### config.mk
export PLATFORM = sky130hd
export DESIGN_NAME = cht_select
export DESIGN_NICKNAME = d
export VERILOG_FILES = /design/src/hw/rtl/cht_pkg.sv /design/src/hw/rtl/cht_select.sv
export SDC_FILE = /design/constraint.sdc
export NUM_CORES = 1
export LEC_CHECK = 0
export BUFFER_PORTS_ARGS = -buffer_cell sky130_fd_sc_hd__buf_2
export CAP_MARGIN = 15
export CORE_AREA = 2 2 129 131
export DETAILED_ROUTE_END_ITERATION = 6
export DIE_AREA = 0 0 131 133
export PLACE_DENSITY = 0.65
export SLEW_MARGIN = 20
export SYNTH_ARGS = -nofsm -noshare
export SYNTH_HDL_FRONTEND = slang
export SYNTH_SLANG_ARGS = --single-unit
### constraint.sdc
create_clock -name vclk -period 10.2
set_clock_uncertainty 0.1 [all_clocks]
set_input_delay 0.51 -clock vclk [all_inputs]
set_output_delay 0.51 -clock vclk [all_outputs]
set_load 0.01 [all_outputs]
### src/hw/rtl/cht_pkg.sv
// Types, constants and codes shared by the clustered hash table modules.
package cht_pkg;

  // Table geometry.
  localparam int INDEX_BITS = 12;
  localparam int WAYS       = 4;
  localparam int AGE_MAX    = 7;
  localparam int CLUSTERS   = 1 << INDEX_BITS;
  localparam int WAY_W      = (WAYS > 1) ? $clog2(WAYS) : 1;
  localparam int AGE_W      = $clog2(AGE_MAX + 1);

  // Field widths.
  localparam int OP_W      = 2;
  localparam int KEY_W     = 64;
  localparam int TAG_W     = 16;
  localparam int TAG_SHIFT = 48;
  localparam int DEPTH_W   = 7;
  localparam int BOUND_W   = 2;
  localparam int PAYLOAD_W = 32;
  localparam int CFG_W     = 4;

  // Replacement score is depth minus age gap, kept signed.
  localparam int SCORE_W     = DEPTH_W + AGE_W + 1;
  localparam int WEAK_MARGIN = 3;

  localparam logic [CFG_W-1:0]   IDX_BITS_RESET = 4'd12;
  localparam logic [BOUND_W-1:0] BOUND_EXACT    = 2'd3;

  // Operation codes; code 3 is ignored.
  typedef enum logic [OP_W-1:0] {
    OP_PROBE  = 2'd0,
    OP_INSERT = 2'd1,
    OP_AGE    = 2'd2
  } op_e;

  // One stored entry.
  typedef struct packed {
    logic [TAG_W-1:0]     tag;
    logic [AGE_W-1:0]     age;
    logic [DEPTH_W-1:0]   depth;
    logic [BOUND_W-1:0]   bound;
    logic [PAYLOAD_W-1:0] payload;
  } entry_t;

  localparam int ENTRY_W = $bits(entry_t);

  // One cluster row holds all ways.
  typedef entry_t [WAYS-1:0] row_t;

  localparam int ROW_W = $bits(row_t);

  // Way selection result handed to the control logic.
  typedef struct packed {
    logic             hit;
    entry_t           found;
    logic [WAY_W-1:0] way;
    logic             write;
  } sel_t;

endpackage

### src/hw/rtl/cht_select.sv
// Parallel way compare: probe hit, replacement target and weak-update check.
module cht_select import cht_pkg::*; (
  input  row_t               row_i,
  input  logic [TAG_W-1:0]   tag_i,
  input  logic [AGE_W-1:0]   age_i,
  input  logic [DEPTH_W-1:0] depth_i,
  input  logic [BOUND_W-1:0] bound_i,
  output sel_t               sel_o
);

  logic signed [SCORE_W-1:0] score [WAYS];
  logic signed [SCORE_W-1:0] best_score;
  logic [WAY_W-1:0]          best_way;
  logic [WAY_W-1:0]          tag_way;
  logic [WAY_W-1:0]          hit_way;
  logic [WAY_W-1:0]          tgt_way;
  logic                      tag_any;
  logic                      hit_any;
  logic                      weak_upd;
  entry_t                    tgt;

  // Score of each way: stored depth minus how many ages ago it was written.
  always_comb begin
    for (int w = 0; w < WAYS; w++) begin
      score[w] = SCORE_W'(row_i[w].depth) + SCORE_W'(row_i[w].age) - SCORE_W'(age_i);
    end
  end

  // First way with a matching tag, and first way with matching tag and age.
  always_comb begin
    tag_any = 1'b0;
    tag_way = '0;
    hit_any = 1'b0;
    hit_way = '0;
    for (int w = WAYS - 1; w >= 0; w--) begin
      if (row_i[w].tag == tag_i) begin
        tag_any = 1'b1;
        tag_way = WAY_W'(w);
        if (row_i[w].age == age_i) begin
          hit_any = 1'b1;
          hit_way = WAY_W'(w);
        end
      end
    end
  end

  // Lowest score wins; on a tie the later way wins.
  always_comb begin
    best_way   = '0;
    best_score = score[0];
    for (int w = 1; w < WAYS; w++) begin
      if (best_score >= score[w]) begin
        best_way   = WAY_W'(w);
        best_score = score[w];
      end
    end
  end

  // Target way and the weak-update filter.
  always_comb begin
    tgt_way  = tag_any ? tag_way : best_way;
    tgt      = row_i[tgt_way];
    weak_upd = tag_any && (bound_i != BOUND_EXACT) &&
               (({1'b0, depth_i} + (DEPTH_W + 1)'(WEAK_MARGIN)) < {1'b0, tgt.depth});
  end

  assign sel_o.hit   = hit_any;
  assign sel_o.found = hit_any ? row_i[hit_way] : '0;
  assign sel_o.way   = tgt_way;
  assign sel_o.write = !weak_upd;

endmodule

==> results.py <==
metrics = {
    "job": {
        "drv_cap": 0,
    },
    "synth": {
        "ys.warnings.count": 0,
        "yosysTopAreaCellShare": 0.163,
        "synth_area_um2": 5390,
        "synthTopCellsByCount": "a21oi_1, nor2_1, inv_1",
        "yosysTopAreaCell": "ha_1",
        "post_synth_inst_count": 761,
        "synth.top_cells.by_area": "ha_1, mux2i_1, a21oi_1",
        "ys_seq_area_frac": 0,
        "yosysMostFrequentCell": "a21oi_1",
        "synth_nets": 1111,
        "yosysUniqueCellTypes": 44,
        "avgSynthCellArea_um2": 7.08,
    },
    "pwr": {
        "sequentialPowerShare": 0,
        "power_switching_mw": 0.398,
        "clkPwrFrac": 0,
        "peakVddDrop_v": 0.0000824,
        "leakage_nw": 4.24,
        "switching_share": 0.527,
        "internal-power_mw": 0.357,
        "powerDensity_nw_per_um2": 104,
        "comb_power_share": 1.000,
    },
    "floorplanning": {
        "ios": 332,
        "die_w_um": 131,
        "start_util": 0.333,
        "fp-row-count": 47,
        "core_um2": 16200,
        "die-height_um": 133,
        "die_area_um2": 17400,
    },
    "worst_setup_path": {
        "cp.required_ps": 9590,
        "cpMaxStageDelayCell": "fa_1",
        "path_max_fanout": 13,
        "cp-start-kind": "input pin",
        "worst-setup-path-type": "in2out",
        "end_kind": "primary output",
        "arrival_ps": 8880,
        "max_stage_delay_ps": 510,
    },
    "sta": {
        "maxSlewViolCount": 0,
        "max_slew_margin": 0.290,
        "max_freq_ghz": 0.105,
        "post-route-period-util": 0.931,
        "period_minus_slack_ps": 9490,
        "rsz0062_at_grt": "no",
        "setup_viol": 0,
        "worst_pin_slew_ps": 1060,
        "tns_ps": 0,
        "hold_viol_final": 0,
        "hold_slack_ps": 1280,
    },
    "clock_network": {
        "holdBufCountCts": 0,
    },
    "global_routing": {
        "grt_first_pass_wirelength_mm": 35.1,
        "grt_max_degree": 62,
        "antenna_found_initial": 9,
        "grt_pass1_vias": 6350,
        "overflow": 0,
        "grt_usage": 0.263,
    },
    "route": {
        "postRouteAntennaNets": 0,
        "viasPerCell": 5.28,
        "first_pass_iters": 4,
        "num_vias": 6808,
        "wl_mm": 24.5,
        "routedWlPerCell_um": 19.0,
        "drc": 0,
        "initialDrtViolationCount": 423,
    },
    "placement": {
        "dp_cells": 1280,
        "dpl_cell_area_um2": 7190,
        "gp_congestion": 0.980,
        "dpl.hpwl_mm": 21.0,
        "port_buffers": 332,
    },
    "run_status": {
        "status": "finished clean",
    },
    "final_layout": {
        "final_cell_area_um2": 7240,
        "register_area_um2": 0,
        "n_clock_buffer": 0,
        "design.seq.count": 0,
        "layout-drive-gt1-share": 0.341,
        "utilization": 0.448,
        "final_nets": 1418,
        "n_fill_cell": 1729,
        "syn_to_final_growth_pct": 34.5,
        "stdcell_count": 1290,
    },
    "min_path": {
        "hold_depth": 4,
        "worstHoldPathType": "in2out",
    },
}
## layer usage
layer | part of all wire | GRT usage
met5 | 0.00053 | 0
met3 | 0.11 | 0.0647
met4 | 0.027 | 0.0573
met2 | 0.42 | 0.385
met1 | 0.44 | 0.385
## per-stage QoR
| step | power, mW | setup WS [ps] |
|---|---|---|
| 2_1_floorplan | 0.514 | 1380 |
| 3_3_place_gp | 0.694 | 539 |
| 3_5_place_dp | 0.701 | 331 |
| 4_1_cts | 0.705 | 288 |
| 5_1_grt | 0.829 | 85.1 |
| 6_report | 0.755 | 708 |
## worst paths after layout
kind                         to      start
worst max-delay path   sel_o[0]  row_i[42]
worst min-delay path  sel_o[20]  row_i[17]
## worst max-delay path, delay by kind of cell
kind | cells | cell delay [ps]
compound gates | 22 | 4000
xor+xnor | 1 | 200
fa+ha+maj | 6 | 1880
buf+inv | 7 | 830
mux | 3 | 620
simple gates | 6 | 870
## layout make-up
class,count,area (µm²),area share
antenna,4,10.0,0.00138
timing repair buffer,344,1750,0.242
inverter,87,327,0.0451
tap,220,275,0.0380
multi-input combinational,635,4880,0.674
## cells by family (layout without fill, tap and decap cells)
| group | Yosys count | after routing | synth area share |
|---|---|---|---|
| compound gates | 219 | 219 | 0.248 |
| simple gates | 154 | 154 | 0.131 |
| buf+inv | 126 | 431 | 0.0978 |
| xor+xnor | 100 | 100 | 0.163 |
| fa+ha+maj | 83 | 83 | 0.209 |
| mux | 79 | 79 | 0.151 |
| other cells | 0 | 4 | 0 |
## what timing repair did
action / in CTS / in global routing
setup endpoints to repair: 0 / 1
gates resized for setup: 0 / 1
buffers inserted: 0 / 6
## layout by cell type (no fill, tap or decap), drive strengths merged, types with 2 or more instances in the layout
cell type	instances
buf	344
a21oi	99
nor2	92
inv	87
mux2i	74
ha	70
o22ai	61
xor2	54
xnor2	46
o21ai	21
nand2	17
nor4	14
fa	12
o21bai	11
a21o	10
nand4	9
nand2b	6
mux2	5
nor2b	5
diode	4
o2111ai	4
o21a	4
a211oi	4
nor3	3
nand3	3
and4	2
## power groups by stage
stage	clock network (mW)	logic [mW]	registers (mW)
floorplan	0	0.514	0
global placement	0	0.694	0
detailed placement	0	0.701	0
CTS	0	0.705	0
global route	0.0000000131	0.829	0
finish	0.0000000526	0.755	0
No activity file was read; power rests on OpenSTA's default activity.
